File: src/design/ffba_pkg.sv
package ffba_pkg;

	localparam int HEAP_BYTES = 1048576;
	localparam int MAX_BLOCKS = 64;
	localparam int HDR_BYTES  = 32;
	localparam int MIN_REMAIN = 64;

	localparam int ADDR_W = 20;
	localparam int SIZE_W = 21;
	localparam int RSZ_W  = SIZE_W + 1;
	localparam int CMP_W  = SIZE_W + 2;
	localparam int ST_W   = 3;
	localparam int IDX_W  = $clog2(MAX_BLOCKS);
	localparam int CNT_W  = $clog2(MAX_BLOCKS + 1);

	localparam logic [ST_W-1:0] ST_OK      = 3'd0;
	localparam logic [ST_W-1:0] ST_ZERO    = 3'd1;
	localparam logic [ST_W-1:0] ST_NOMEM   = 3'd2;
	localparam logic [ST_W-1:0] ST_INVALID = 3'd3;
	localparam logic [ST_W-1:0] ST_DFREE   = 3'd4;

	localparam logic REQ_ALLOC = 1'b0;
	localparam logic REQ_FREE  = 1'b1;

	typedef struct packed {
		logic [ADDR_W-1:0] start;
		logic [SIZE_W-1:0] size;
		logic              free;
	} ent_t;

	localparam int ENT_W = $bits(ent_t);

	typedef enum logic [4:0] {
		CMD_NOP,
		CMD_INIT,
		CMD_LOAD,
		CMD_RD_IDX,
		CMD_FAIL,
		CMD_TAKE,
		CMD_NEXT,
		CMD_SPLIT_BEGIN,
		CMD_SH_RD,
		CMD_SH_WR,
		CMD_SPLIT_NEW,
		CMD_ALLOC_WR,
		CMD_DFREE,
		CMD_MARK,
		CMD_RD_NEXT,
		CMD_MERGE_NEXT,
		CMD_RM_RD,
		CMD_RM_WR,
		CMD_CNT_DEC,
		CMD_RD_PREV,
		CMD_MERGE_PREV
	} cmd_t;

	typedef enum logic [4:0] {
		S_INIT,
		S_IDLE,
		S_RD,
		S_CHK,
		S_ALLOC,
		S_SH_RD,
		S_SH_WR,
		S_AWR,
		S_FREE,
		S_NX_RD,
		S_NX_CHK,
		S_RN_RD,
		S_RN_WR,
		S_PV_RD,
		S_PV_CHK,
		S_RP_RD,
		S_RP_WR,
		S_OUT
	} state_t;

	typedef struct packed {
		logic in_skip;
		logic op_alloc;
		logic at_end;
		logic hit;
		logic split;
		logic cur_free;
		logic has_next;
		logic has_prev;
		logic nb_free;
		logic sh_more;
		logic rm_more;
	} sts_t;

endpackage

File: src/design/ffba_req_if.sv
interface ffba_req_if;
	logic                        valid;
	logic                        ready;
	logic                        req_type;
	logic [ffba_pkg::SIZE_W-1:0] request_bytes;
	logic [ffba_pkg::ADDR_W-1:0] block_address;

	modport source (output valid, req_type, request_bytes, block_address, input ready);
	modport sink (input valid, req_type, request_bytes, block_address, output ready);
endinterface

File: src/design/ffba_rsp_if.sv
interface ffba_rsp_if;
	logic                        valid;
	logic                        ready;
	logic [ffba_pkg::ADDR_W-1:0] address;
	logic [ffba_pkg::ST_W-1:0]   status;
	logic [ffba_pkg::SIZE_W-1:0] used_bytes;
	logic [ffba_pkg::SIZE_W-1:0] free_bytes;

	modport source (output valid, address, status, used_bytes, free_bytes, input ready);
	modport sink (input valid, address, status, used_bytes, free_bytes, output ready);
endinterface

File: src/design/ffba_ram.sv
module ffba_ram #(
	parameter int WIDTH = 8,
	parameter int DEPTH = 16
) (
	input  logic                     clk,
	input  logic                     we,
	input  logic [$clog2(DEPTH)-1:0] waddr,
	input  logic [WIDTH-1:0]         wdata,
	input  logic [$clog2(DEPTH)-1:0] raddr,
	output logic [WIDTH-1:0]         rdata
);

	logic [WIDTH-1:0] mem_q [DEPTH];

	always_ff @(posedge clk) begin
		if (we) begin
			mem_q[waddr] <= wdata;
		end
		rdata <= mem_q[raddr];
	end

endmodule

File: src/design/ffba_ctrl.sv
module ffba_ctrl (
	input  logic            clk,
	input  logic            arst_n,
	input  logic            in_valid,
	input  logic            out_ready,
	input  ffba_pkg::sts_t  sts,
	output ffba_pkg::cmd_t  cmd,
	output logic            in_ready,
	output logic            out_valid
);

	ffba_pkg::state_t state_q, state_nx;

	always_ff @(posedge clk or negedge arst_n) begin
		if (!arst_n) begin
			state_q <= ffba_pkg::S_INIT;
		end else begin
			state_q <= state_nx;
		end
	end

	always_comb begin
		state_nx = state_q;
		unique case (state_q)
			ffba_pkg::S_INIT: state_nx = ffba_pkg::S_IDLE;
			ffba_pkg::S_IDLE: begin
				if (in_valid) begin
					state_nx = sts.in_skip ? ffba_pkg::S_OUT : ffba_pkg::S_RD;
				end
			end
			ffba_pkg::S_RD: state_nx = sts.at_end ? ffba_pkg::S_OUT : ffba_pkg::S_CHK;
			ffba_pkg::S_CHK: begin
				if (sts.hit) begin
					state_nx = sts.op_alloc ? ffba_pkg::S_ALLOC : ffba_pkg::S_FREE;
				end else begin
					state_nx = ffba_pkg::S_RD;
				end
			end
			ffba_pkg::S_ALLOC: state_nx = sts.split ? ffba_pkg::S_SH_RD : ffba_pkg::S_OUT;
			ffba_pkg::S_SH_RD: state_nx = sts.sh_more ? ffba_pkg::S_SH_WR : ffba_pkg::S_AWR;
			ffba_pkg::S_SH_WR: state_nx = ffba_pkg::S_SH_RD;
			ffba_pkg::S_AWR: state_nx = ffba_pkg::S_OUT;
			ffba_pkg::S_FREE: begin
				if (sts.cur_free) begin
					state_nx = ffba_pkg::S_OUT;
				end else begin
					state_nx = sts.has_next ? ffba_pkg::S_NX_RD : ffba_pkg::S_PV_RD;
				end
			end
			ffba_pkg::S_NX_RD: state_nx = ffba_pkg::S_NX_CHK;
			ffba_pkg::S_NX_CHK: state_nx = sts.nb_free ? ffba_pkg::S_RN_RD : ffba_pkg::S_PV_RD;
			ffba_pkg::S_RN_RD: state_nx = sts.rm_more ? ffba_pkg::S_RN_WR : ffba_pkg::S_PV_RD;
			ffba_pkg::S_RN_WR: state_nx = ffba_pkg::S_RN_RD;
			ffba_pkg::S_PV_RD: state_nx = sts.has_prev ? ffba_pkg::S_PV_CHK : ffba_pkg::S_OUT;
			ffba_pkg::S_PV_CHK: state_nx = sts.nb_free ? ffba_pkg::S_RP_RD : ffba_pkg::S_OUT;
			ffba_pkg::S_RP_RD: state_nx = sts.rm_more ? ffba_pkg::S_RP_WR : ffba_pkg::S_OUT;
			ffba_pkg::S_RP_WR: state_nx = ffba_pkg::S_RP_RD;
			ffba_pkg::S_OUT: begin
				if (out_ready) begin
					state_nx = ffba_pkg::S_IDLE;
				end
			end
			default: state_nx = ffba_pkg::S_INIT;
		endcase
	end

	always_comb begin
		cmd       = ffba_pkg::CMD_NOP;
		in_ready  = 1'b0;
		out_valid = 1'b0;
		unique case (state_q)
			ffba_pkg::S_INIT: cmd = ffba_pkg::CMD_INIT;
			ffba_pkg::S_IDLE: begin
				in_ready = 1'b1;
				if (in_valid) begin
					cmd = ffba_pkg::CMD_LOAD;
				end
			end
			ffba_pkg::S_RD: cmd = sts.at_end ? ffba_pkg::CMD_FAIL : ffba_pkg::CMD_RD_IDX;
			ffba_pkg::S_CHK: cmd = sts.hit ? ffba_pkg::CMD_TAKE : ffba_pkg::CMD_NEXT;
			ffba_pkg::S_ALLOC: begin
				cmd = sts.split ? ffba_pkg::CMD_SPLIT_BEGIN : ffba_pkg::CMD_ALLOC_WR;
			end
			ffba_pkg::S_SH_RD: cmd = sts.sh_more ? ffba_pkg::CMD_SH_RD : ffba_pkg::CMD_SPLIT_NEW;
			ffba_pkg::S_SH_WR: cmd = ffba_pkg::CMD_SH_WR;
			ffba_pkg::S_AWR: cmd = ffba_pkg::CMD_ALLOC_WR;
			ffba_pkg::S_FREE: cmd = sts.cur_free ? ffba_pkg::CMD_DFREE : ffba_pkg::CMD_MARK;
			ffba_pkg::S_NX_RD: cmd = ffba_pkg::CMD_RD_NEXT;
			ffba_pkg::S_NX_CHK: begin
				cmd = sts.nb_free ? ffba_pkg::CMD_MERGE_NEXT : ffba_pkg::CMD_NOP;
			end
			ffba_pkg::S_RN_RD,
			ffba_pkg::S_RP_RD: cmd = sts.rm_more ? ffba_pkg::CMD_RM_RD : ffba_pkg::CMD_CNT_DEC;
			ffba_pkg::S_RN_WR,
			ffba_pkg::S_RP_WR: cmd = ffba_pkg::CMD_RM_WR;
			ffba_pkg::S_PV_RD: cmd = sts.has_prev ? ffba_pkg::CMD_RD_PREV : ffba_pkg::CMD_NOP;
			ffba_pkg::S_PV_CHK: begin
				cmd = sts.nb_free ? ffba_pkg::CMD_MERGE_PREV : ffba_pkg::CMD_NOP;
			end
			ffba_pkg::S_OUT: out_valid = 1'b1;
			default: cmd = ffba_pkg::CMD_NOP;
		endcase
	end

endmodule

File: src/design/ffba_dp.sv
module ffba_dp (
	input  logic                        clk,
	input  logic                        arst_n,
	input  ffba_pkg::cmd_t              cmd,
	input  logic                        req_type,
	input  logic [ffba_pkg::SIZE_W-1:0] request_bytes,
	input  logic [ffba_pkg::ADDR_W-1:0] block_address,
	output ffba_pkg::sts_t              sts,
	output logic [ffba_pkg::ADDR_W-1:0] address,
	output logic [ffba_pkg::ST_W-1:0]   status,
	output logic [ffba_pkg::SIZE_W-1:0] used_bytes,
	output logic [ffba_pkg::SIZE_W-1:0] free_bytes
);

	logic                        op_q;
	logic [ffba_pkg::RSZ_W-1:0]  rsize_q;
	logic [ffba_pkg::ADDR_W-1:0] paddr_q;
	logic [ffba_pkg::CNT_W-1:0]  idx_q;
	logic [ffba_pkg::CNT_W-1:0]  k_q;
	logic [ffba_pkg::CNT_W-1:0]  cnt_q;
	logic [ffba_pkg::SIZE_W-1:0] used_q;
	ffba_pkg::ent_t              cur_q;
	logic [ffba_pkg::ADDR_W-1:0] addr_q;
	logic [ffba_pkg::ST_W-1:0]   status_q;

	logic                        we;
	logic [ffba_pkg::IDX_W-1:0]  waddr, raddr;
	ffba_pkg::ent_t              wdata;
	logic [ffba_pkg::ENT_W-1:0]  rdata_raw;
	ffba_pkg::ent_t              rd;

	logic [ffba_pkg::CNT_W-1:0]  idx_p1, idx_m1, k_p1, k_m1;
	logic [ffba_pkg::RSZ_W-1:0]  rsize_in;
	logic [ffba_pkg::CMP_W-1:0]  split_lim;
	logic [ffba_pkg::SIZE_W-1:0] merged_next, merged_prev, rem_size;
	logic [ffba_pkg::ADDR_W-1:0] rem_start;
	logic [ffba_pkg::SIZE_W:0]   rd_pay;

	assign idx_p1 = idx_q + 1'b1;
	assign idx_m1 = idx_q - 1'b1;
	assign k_p1   = k_q + 1'b1;
	assign k_m1   = k_q - 1'b1;
	assign rd     = ffba_pkg::ent_t'(rdata_raw);

	assign rsize_in    = ({1'b0, request_bytes} + ffba_pkg::RSZ_W'(15))
	                     & ~ffba_pkg::RSZ_W'(15);
	assign split_lim   = {1'b0, rsize_q}
	                     + ffba_pkg::CMP_W'(ffba_pkg::HDR_BYTES + ffba_pkg::MIN_REMAIN);
	assign merged_next = cur_q.size + ffba_pkg::SIZE_W'(ffba_pkg::HDR_BYTES) + rd.size;
	assign merged_prev = rd.size + ffba_pkg::SIZE_W'(ffba_pkg::HDR_BYTES) + cur_q.size;
	assign rem_size    = cur_q.size - rsize_q[ffba_pkg::SIZE_W-1:0]
	                     - ffba_pkg::SIZE_W'(ffba_pkg::HDR_BYTES);
	assign rem_start   = cur_q.start + ffba_pkg::ADDR_W'(ffba_pkg::HDR_BYTES)
	                     + rsize_q[ffba_pkg::ADDR_W-1:0];
	assign rd_pay      = {1'b0, rd.start} + (ffba_pkg::SIZE_W + 1)'(ffba_pkg::HDR_BYTES);

	always_comb begin
		sts.in_skip  = (req_type == ffba_pkg::REQ_ALLOC) ? (request_bytes == '0)
		                                                 : (block_address == '0);
		sts.op_alloc = (op_q == ffba_pkg::REQ_ALLOC);
		sts.at_end   = (idx_q == cnt_q);
		sts.hit      = sts.op_alloc ? (rd.free && ({1'b0, rd.size} >= rsize_q))
		                            : (rd_pay == {2'b0, paddr_q});
		sts.split    = ({2'b0, cur_q.size} > split_lim)
		               && (cnt_q < ffba_pkg::CNT_W'(ffba_pkg::MAX_BLOCKS));
		sts.cur_free = cur_q.free;
		sts.has_next = (idx_p1 < cnt_q);
		sts.has_prev = (idx_q != '0);
		sts.nb_free  = rd.free;
		sts.sh_more  = (k_q > idx_p1);
		sts.rm_more  = (k_p1 < cnt_q);
	end

	always_comb begin
		we    = 1'b0;
		waddr = idx_q[ffba_pkg::IDX_W-1:0];
		wdata = cur_q;
		raddr = idx_q[ffba_pkg::IDX_W-1:0];
		case (cmd)
			ffba_pkg::CMD_INIT: begin
				we    = 1'b1;
				waddr = '0;
				wdata = '{start: '0,
				          size: ffba_pkg::SIZE_W'(ffba_pkg::HEAP_BYTES - ffba_pkg::HDR_BYTES),
				          free: 1'b1};
			end
			ffba_pkg::CMD_SH_RD:   raddr = k_m1[ffba_pkg::IDX_W-1:0];
			ffba_pkg::CMD_RD_NEXT: raddr = idx_p1[ffba_pkg::IDX_W-1:0];
			ffba_pkg::CMD_RM_RD:   raddr = k_p1[ffba_pkg::IDX_W-1:0];
			ffba_pkg::CMD_RD_PREV: raddr = idx_m1[ffba_pkg::IDX_W-1:0];
			ffba_pkg::CMD_SH_WR, ffba_pkg::CMD_RM_WR: begin
				we    = 1'b1;
				waddr = k_q[ffba_pkg::IDX_W-1:0];
				wdata = rd;
			end
			ffba_pkg::CMD_SPLIT_NEW: begin
				we    = 1'b1;
				waddr = idx_p1[ffba_pkg::IDX_W-1:0];
				wdata = '{start: rem_start, size: rem_size, free: 1'b1};
			end
			ffba_pkg::CMD_ALLOC_WR: begin
				we    = 1'b1;
				wdata = '{start: cur_q.start, size: cur_q.size, free: 1'b0};
			end
			ffba_pkg::CMD_MARK: begin
				we    = 1'b1;
				wdata = '{start: cur_q.start, size: cur_q.size, free: 1'b1};
			end
			ffba_pkg::CMD_MERGE_NEXT: begin
				we    = 1'b1;
				wdata = '{start: cur_q.start, size: merged_next, free: 1'b1};
			end
			ffba_pkg::CMD_MERGE_PREV: begin
				we    = 1'b1;
				waddr = idx_m1[ffba_pkg::IDX_W-1:0];
				wdata = '{start: rd.start, size: merged_prev, free: 1'b1};
			end
			default: we = 1'b0;
		endcase
	end

	ffba_ram #(
		.WIDTH(ffba_pkg::ENT_W),
		.DEPTH(ffba_pkg::MAX_BLOCKS)
	) u_ram (
		.clk  (clk),
		.we   (we),
		.waddr(waddr),
		.wdata(wdata),
		.raddr(raddr),
		.rdata(rdata_raw)
	);

	always_ff @(posedge clk or negedge arst_n) begin
		if (!arst_n) begin
			cnt_q  <= ffba_pkg::CNT_W'(1);
			used_q <= '0;
			idx_q  <= '0;
			k_q    <= '0;
		end else begin
			case (cmd)
				ffba_pkg::CMD_INIT: begin
					cnt_q  <= ffba_pkg::CNT_W'(1);
					used_q <= '0;
				end
				ffba_pkg::CMD_LOAD:        idx_q <= '0;
				ffba_pkg::CMD_NEXT:        idx_q <= idx_p1;
				ffba_pkg::CMD_SPLIT_BEGIN: k_q <= cnt_q;
				ffba_pkg::CMD_SH_WR:       k_q <= k_m1;
				ffba_pkg::CMD_SPLIT_NEW:   cnt_q <= cnt_q + 1'b1;
				ffba_pkg::CMD_ALLOC_WR:    used_q <= used_q + cur_q.size;
				ffba_pkg::CMD_MARK:        used_q <= used_q - cur_q.size;
				ffba_pkg::CMD_MERGE_NEXT:  k_q <= idx_p1;
				ffba_pkg::CMD_RM_WR:       k_q <= k_p1;
				ffba_pkg::CMD_CNT_DEC:     cnt_q <= cnt_q - 1'b1;
				ffba_pkg::CMD_MERGE_PREV:  k_q <= idx_q;
				default: ;
			endcase
		end
	end

	always_ff @(posedge clk) begin
		case (cmd)
			ffba_pkg::CMD_LOAD: begin
				op_q     <= req_type;
				rsize_q  <= rsize_in;
				paddr_q  <= block_address;
				addr_q   <= '0;
				status_q <= (req_type == ffba_pkg::REQ_ALLOC && request_bytes == '0)
				            ? ffba_pkg::ST_ZERO : ffba_pkg::ST_OK;
			end
			ffba_pkg::CMD_FAIL: begin
				status_q <= (op_q == ffba_pkg::REQ_ALLOC) ? ffba_pkg::ST_NOMEM
				                                          : ffba_pkg::ST_INVALID;
			end
			ffba_pkg::CMD_TAKE:       cur_q <= rd;
			ffba_pkg::CMD_SPLIT_NEW:  cur_q.size <= rsize_q[ffba_pkg::SIZE_W-1:0];
			ffba_pkg::CMD_ALLOC_WR: begin
				addr_q <= cur_q.start + ffba_pkg::ADDR_W'(ffba_pkg::HDR_BYTES);
			end
			ffba_pkg::CMD_DFREE:      status_q <= ffba_pkg::ST_DFREE;
			ffba_pkg::CMD_MERGE_NEXT: cur_q.size <= merged_next;
			default: ;
		endcase
	end

	assign address    = addr_q;
	assign status     = status_q;
	assign used_bytes = used_q;
	assign free_bytes = ffba_pkg::SIZE_W'(ffba_pkg::HEAP_BYTES) - used_q;

endmodule

File: src/design/first_fit_block_allocator.sv
// Channel  Dir  Payload                                   Handshake
// req      in   req_type, request_bytes, block_address    valid/ready
// rsp      out  address, status, used_bytes, free_bytes   valid/ready
//
// One request at a time; the block table sits in a single-port-read RAM.
// Each request scans the table entries in order from the first, and a split or
// merge shifts the later entries by one place, one entry at a time.
// After reset the INIT state writes the initial heap entry before req.ready rises.
// The result is held on rsp until taken; req.ready stays low meanwhile.
module first_fit_block_allocator (
	input logic       clk,
	input logic       arst_n,
	ffba_req_if.sink  req,
	ffba_rsp_if.source rsp
);

	ffba_pkg::cmd_t cmd;
	ffba_pkg::sts_t sts;

	ffba_ctrl u_ctrl (
		.clk      (clk),
		.arst_n   (arst_n),
		.in_valid (req.valid),
		.out_ready(rsp.ready),
		.sts      (sts),
		.cmd      (cmd),
		.in_ready (req.ready),
		.out_valid(rsp.valid)
	);

	ffba_dp u_dp (
		.clk          (clk),
		.arst_n       (arst_n),
		.cmd          (cmd),
		.req_type     (req.req_type),
		.request_bytes(req.request_bytes),
		.block_address(req.block_address),
		.sts          (sts),
		.address      (rsp.address),
		.status       (rsp.status),
		.used_bytes   (rsp.used_bytes),
		.free_bytes   (rsp.free_bytes)
	);

endmodule

File: src/flat_wrapper.sv
// flat-port wrapper written by rule: the top's interface ports become plain ports
module first_fit_block_allocator_flat 
  (clk, arst_n, req_valid, req_req_type, req_request_bytes, req_block_address, req_ready, rsp_valid, rsp_address, rsp_status, rsp_used_bytes, rsp_free_bytes, rsp_ready);
  ffba_req_if req_i ();
  ffba_rsp_if rsp_i ();
  input logic clk;
  input logic arst_n;
  input wire logic [$bits(req_i.valid)-1:0] req_valid;
  input wire logic [$bits(req_i.req_type)-1:0] req_req_type;
  input wire logic [$bits(req_i.request_bytes)-1:0] req_request_bytes;
  input wire logic [$bits(req_i.block_address)-1:0] req_block_address;
  output wire logic [$bits(req_i.ready)-1:0] req_ready;
  output wire logic [$bits(rsp_i.valid)-1:0] rsp_valid;
  output wire logic [$bits(rsp_i.address)-1:0] rsp_address;
  output wire logic [$bits(rsp_i.status)-1:0] rsp_status;
  output wire logic [$bits(rsp_i.used_bytes)-1:0] rsp_used_bytes;
  output wire logic [$bits(rsp_i.free_bytes)-1:0] rsp_free_bytes;
  input wire logic [$bits(rsp_i.ready)-1:0] rsp_ready;
  assign req_i.valid = req_valid;
  assign req_i.req_type = req_req_type;
  assign req_i.request_bytes = req_request_bytes;
  assign req_i.block_address = req_block_address;
  assign req_ready = req_i.ready;
  assign rsp_valid = rsp_i.valid;
  assign rsp_address = rsp_i.address;
  assign rsp_status = rsp_i.status;
  assign rsp_used_bytes = rsp_i.used_bytes;
  assign rsp_free_bytes = rsp_i.free_bytes;
  assign rsp_i.ready = rsp_ready;
  first_fit_block_allocator u_core (.clk(clk), .arst_n(arst_n), .req(req_i), .rsp(rsp_i));
endmodule
File: config.mk
export PLATFORM = sky130hd
export DESIGN_NAME = first_fit_block_allocator_flat
export DESIGN_NICKNAME = d
export VERILOG_FILES = /design/src/design/ffba_pkg.sv /design/src/design/ffba_req_if.sv /design/src/design/ffba_rsp_if.sv /design/src/design/ffba_ram.sv /design/src/design/ffba_ctrl.sv /design/src/design/ffba_dp.sv /design/src/design/first_fit_block_allocator.sv /design/src/flat_wrapper.sv
export SDC_FILE = /design/constraint.sdc
export NUM_CORES = 2
export LEC_CHECK = 0
export ABC_CLOCK_PERIOD_IN_PS = 8350
export BUFFER_PORTS_ARGS = -buffer_cell sky130_fd_sc_hd__buf_2
export CAP_MARGIN = 0
export CORE_MARGIN = 1
export CORE_UTILIZATION = 57
export CTS_CLUSTER_SIZE = 8
export DETAILED_ROUTE_END_ITERATION = 16
export GPL_ROUTABILITY_DRIVEN = 0
export GPL_TIMING_DRIVEN = 0
export PLACE_DENSITY_LB_ADDON = 0.05
export SETUP_SLACK_MARGIN = 0.3
export SKIP_LAST_GASP = 1
export SLEW_MARGIN = 20
export SYNTH_ARGS = -nofsm -noshare
export SYNTH_HDL_FRONTEND = slang
export SYNTH_HIERARCHICAL = 1
export SYNTH_SLANG_ARGS = --single-unit
File: constraint.sdc
create_clock -name clk -period 8.35 [get_ports clk]
set_input_delay 0.4175 -clock clk [delete_from_list [all_inputs] [get_ports clk]]
set_output_delay 0.4175 -clock clk [all_outputs]
set_load 0.005 [all_outputs]
== Yosys cells after proc, flatten, opt, wreduce, memory -nomap -nowiden ==
Memory sizes are Yosys's and may differ from the RTL's. A register that Yosys moved wholly into a read port is not among the register bits.
Index checks and enable logic that the tools add are counted.

* Bits in writable memories: 2688
* Register bits: 151
* Memories kept: 1
* Bits of input ports: 46

{| class="wikitable"
|+ Memory list
! name !! words !! bits a word !! read ports !! clocked after memory_dff !! wr ports !! RTL line !! source
|-
| u_core.u_dp.u_ram.mem_q || 64 || 42 || 1 || 1 || 1 || ffba_ram.sv:13 || <nowiki>logic [WIDTH-1:0] mem_q [DEPTH];</nowiki>
|}

* Add/subtract/negate cells: 20
* Order comparisons: 6
* Reduce and logical (&&, ||, !) cells: 19
* Equality and inequality tests: 40
* Bitwise operators: 1
* Muxes and demuxes: 46

{| class="wikitable"
|+ Operator list
! kind !! count
|-
| case mux 42 bit (7 select lines) || 1
|-
| case mux 21 bit (3 select lines) || 2
|-
| case mux 5 bit (18 select lines) || 1
|-
| == test 5 x 4 -> 1 bit, second input constant || 16
|-
| case mux 5 bit (15 select lines) || 1
|-
| adder 21 bit || 3
|-
| 2-to-1 mux 5 bit || 10
|-
| case mux 6 bit (4 select lines) || 2
|-
| adder 21 x 6 -> 21 bit, second input constant || 2
|-
| subtractor 21 bit || 2
|-
| == test 5 x 3 -> 1 bit, second input constant || 8
|-
| case mux 20 bit (2 select lines) || 1
|-
| == test 5 bit, second input constant || 7
|-
| case mux 7 bit (5 select lines) || 1
|-
| adder 22 x 7 -> 23 bit, second input constant || 1
|-
| > comparator 21 x 23 -> 1 bit || 1
|-
| adder 21 x 4 -> 22 bit, second input constant || 1
|-
| >= comparator 21 x 22 -> 1 bit || 1
|-
| adder 20 x 6 -> 21 bit, second input constant || 1
|-
| adder 7 x 1 -> 7 bit, second input constant || 3
|-
| == test 21 x 20 -> 1 bit || 1
|-
| zero test 21 bit || 1
|-
| case mux 7 bit (3 select lines) || 1
|-
| subtractor 21 bit, first input constant || 1
|-
| 29 further kinds || 63
|}

== Longest topological paths before layout ==
* Depth in word-level cells: 10
* Depth in mapped cells: 36
* Depth with buffers taken out: 32

== By module ==
The synthesis kept the hierarchy.

{| class="wikitable"
|+ Modules (own cells, without submodules)
! module !! seq. area each (µm²) !! area an instance (µm²) !! instances !! cells each
|-
| ffba_ram || 81558.2 || 103347.9 || 1 || 4352
|-
| ffba_dp || 4175.3 || 14876.8 || 1 || 1719
|-
| ffba_ctrl || 125.1 || 840.8 || 1 || 116
|}

== Worst setup path before layout ==
No wires, ideal clock.

* Kind: register -> register
* Start: reg u_core/u_dp/rsize_q[9] (netlist name)
* End: mem u_core/u_dp/u_ram/mem_q[0][30] (netlist name), data pin
* Library setup time: 1.008 ns
* Buffers on the path: 2
* Setup slack: -0.861 ns
* Data required time: 7.342 ns
* Arrival: 8.203 ns
* Clock period less this slack: 9.211 ns
* Cell stages (with the launch flop): 25
* Path through: edfxtp_1 > inv_1 > nor3_1 > and3_1 > o21ai_0 > nor2_1 > nand4_1 > xnor2_1 > ha_1 > a21o_1 > a21oi_1 > nor2b_1 > o21ai_0 > nand2b_1 > a221oi_1 > a2111oi_0 > a21oi_1 > a22oi_1 > nor2_1 > inv_1 > nor2_1 > nand2_1 > clkbuf_1 > buf_1 > o311ai_0

{| class="wikitable"
|+ RTL lines
! item !! RTL line !! source
|-
| from (decl) || ffba_dp.sv:16 || <nowiki>logic [ffba_pkg::RSZ_W-1:0] rsize_q;</nowiki>
|-
| from (signal assigned) || ffba_dp.sv:166 || <nowiki>rsize_q <= rsize_in;</nowiki>
|-
| to (decl) || ffba_ram.sv:13 ||
|}

==> metrics.yaml <==
num_rows: 167
grt_pass1_vias: 67862
hpwl_um: 247000
die_w_um: 459.0
area_growth_pct: 20.31
yosys.cell_count.top_type: "edfxtp_1"
grt_max_degree: 65
cts_sinks: 2881
cp_slowest_cell: "a31oi_4"
ys_seq_area_frac: 0.7211
ys_warn_count: 6
ys_ff_latch: 2881
clock_skew_ns: 0.09595
synth_commonest_cells: "2792 x edfxtp_1, 685 x mux4_2, 244 x nor2_1"
path_clk_slew_ns: 0.06
finalInstanceArea_sq_um: 143200
critPathKind: "reg -> reg"
io_buffers: 112
synth_edf_count: 2792
drt_iter0_drc: 10958
async_flop_share: 0.01631
rsz0062_at_grt: "true"
hp-class: "in -> async"
fin_crit_ns: 7.961
syn_area_per_cell_sq_um: 19.24
max_stage_delay_ns: 0.56
synthDistinctLibCells: 97
synth_ff_type: "edfxtp_1"
place_area_sq_um: 128700
vias: 69332
synthTopCellsByArea: "edfxtp_1 70%, mux4_2 13%, ha_1 1.9%, mux2i_1 1.4%, dfrtp_1 0.97%"
drive_above_1_share: 0.3027
cts_buffers: 410
slew_headroom: 0.2162
grt-ovfl-total: 0
status: "finished, final reports clean"
syn_nets: 6418
dr.pass1.iters: 6
cts_tree: "done"
floorplan.initialDensity: 0.5744
yosysTopAreaCellShare: 0.7042
fin_nets: 7375
htree_num_levels: 5
cts-root-to-sink-buffers: 4
synth_area_leader_cell: "edfxtp_1"
clk_latency_ns: 1.00
dieArea_sq_um: 210700
grt_pass1_wl_um: 513600
wire_per_inst_um: 37.09
max_freq_mhz: 125.6
avgViaCountPerCell: 6.912
hold_violations: 0
die_height_um: 459.0
tightest_slew_ns: 1.165
worstPathRequired_ns: 9.13
drv_cap: 0
groute.usage.overall: 0.3526
ant_nets: 0
core-area_sq_um: 207300
syn_area_sq_um: 119100
endpoint_kind: "flop"
boundaryPins: 113
finalWirelength_um: 372000
crit_arrival_ns: 8.74
drv_slew: 0
synthCells: 6187
fin_crit_sh: 0.9535
antenna_found_initial: 19
root_buffer: "clkbuf_16"
worstPathMaxFanout: 10
setup_viol: 0
cp-start-kind: "flop"
drc: 0
[through the flow]
step | hold slack [ns] | utilization | setup WS (ns) | std cells | setup TNS, ns
3_5_place_dp | 0.4613 | 0.6211 | -2.532 | 9309 | -2620.10
5_1_grt | 0.1001 | 0.6909 | 0.1533 | 10018 | 0
6_report | 0.05740 | 0.6911 | 0.3885 | 10030 | 0
4_1_cts | 0.04243 | 0.6865 | 0.2131 | 9972 | 0
3_3_place_gp | 0.4626 | 0.5940 | -5.119 | 9087 | -
2_1_floorplan | 0.1219 | - | 0.3036 | 6187 | 0
[repair_timing]
action                                  in CTS  in global routing
buffers inserted                           115                 42
pin swaps                                   67                 37
gates resized for setup                    335                195
endpoints found under the setup margin    2739               2729
hold endpoints to repair                    89                  0
hold buffers                                54                  0
[per-layer routing]
| metal | vias up | track usage | wire, um |
|---|---|---|---|
| li1 | 27420 | - | - |
| met1 | 35897 | 0.4779 | 134600 |
| met2 | 4996 | 0.5359 | 170200 |
| met3 | 1017 | 0.08701 | 44880 |
| met4 | 2 | 0.1812 | 22360 |
| met5 | - | 0 | 15 |
[final timing paths]
kind                                                   from                     endpoint  slack (ns)  cells past startpoint
worst min register to register  u_core/u_dp/u_ram/rdata[30]        u_core/u_dp/cur_q[30]        0.48                      0
worst max register to register       u_core/u_dp/rsize_q[8]  u_core/u_dp/u_ram/rdata[28]        0.39                     32
worst max-delay path                 u_core/u_dp/rsize_q[8]  u_core/u_dp/u_ram/rdata[28]        0.39                     32
min in group clk                       req_request_bytes[1]        u_core/u_dp/status[0]        0.19                      6
worst min-delay path                                 arst_n         u_core/u_dp/idx_q[0]        0.06                      2
max in group asynchronous                            arst_n   u_core/u_dp/used_bytes[17]        7.79                      2
[layout by cell type, fill, tap and decap left out, types with 40 or more instances in the layout]
master	Yosys	routed
buf_2	66	134
nand2_1	172	160
xnor2_1	119	119
clkbuf_4	1	42
o21ai_0	115	97
dfxtp_1	42	42
a22oi_1	119	108
buf_16	0	79
dlygate4sd3_1	0	54
buf_6	17	62
mux4_2	685	685
nand3_1	72	65
buf_4	55	197
dfrtp_1	46	46
a21oi_1	133	112
xor2_1	66	66
inv_1	129	128
nor2_1	244	168
a21o_1	40	40
clkbuf_16	0	417
edfxtp_1	2792	2792
nor2_4	0	66
clkbuf_1	150	119
buf_12	0	140
ha_1	181	181
mux2i_1	162	156
mux2_2	41	41
clkbuf_2	0	66
[worst max-delay path, delay by kind of cell, from the launching register on]
| family | cells | cell delay, ns |
|---|---|---|
| AND/OR/NAND/NOR | 12 | 2.82 |
| AO/OA/AOI/OAI | 11 | 2.42 |
| buffers and inverters | 7 | 1.63 |
| flip-flops | 1 | 0.43 |
| adder cells (fa/ha/maj) | 1 | 0.30 |
| XOR/XNOR | 1 | 0.16 |
[state kept, by name, indices dropped and copies added (netlist names)]
| register | flops |
|---|---|
| u_core/u_dp/cur_q | 41 |
| u_core/u_dp/sts | 1 |
| u_core/u_dp/idx_q | 7 |
| u_core/u_dp/used_bytes | 21 |
| u_core/u_ctrl/state_q | 5 |
| u_core/u_dp/cnt_q | 7 |
| u_core/u_dp/u_ram/mem_q | 2688 |
| u_core/u_dp/paddr_q | 20 |
| u_core/u_dp/rsize_q | 18 |
| u_core/u_dp/u_ram/rdata | 42 |
| u_core/u_dp/k_q | 7 |
| u_core/u_dp/status | 3 |
| u_core/u_dp/address | 20 |
| u_core/u_dp/op_q | 1 |
[area by class of cell]
type	count	area (sq um)
diodes	16	40.04
plain buffers	313	2379
clock buffers	486	10690
clock inverters	8	71.32
fillers	13042	64030
inverters	131	491.7
multi-input cells	2862	32970
flip-flops and latches	2881	85860
well taps	2788	3488
repair buffers	545	7257
[cell families (layout without fill, tap and decap cells)]
| family | Yosys count | count (layout) | synth area share |
|---|---|---|---|
| buffers and inverters | 444 | 1483 | 0.01753 |
| AO/OA/AOI/OAI | 799 | 799 | 0.04767 |
| XOR/XNOR | 185 | 185 | 0.01361 |
| multiplexers | 888 | 888 | 0.1471 |
| other | 0 | 16 | 0 |
| adder cells (fa/ha/maj) | 185 | 185 | 0.01969 |
| AND/OR/NAND/NOR | 805 | 805 | 0.03333 |
| flip-flops | 2881 | 2881 | 0.7211 |
Power is left out: the tool's default activity adds up to more than one toggle a clock period on the data nets, which glitch-free logic cannot reach.
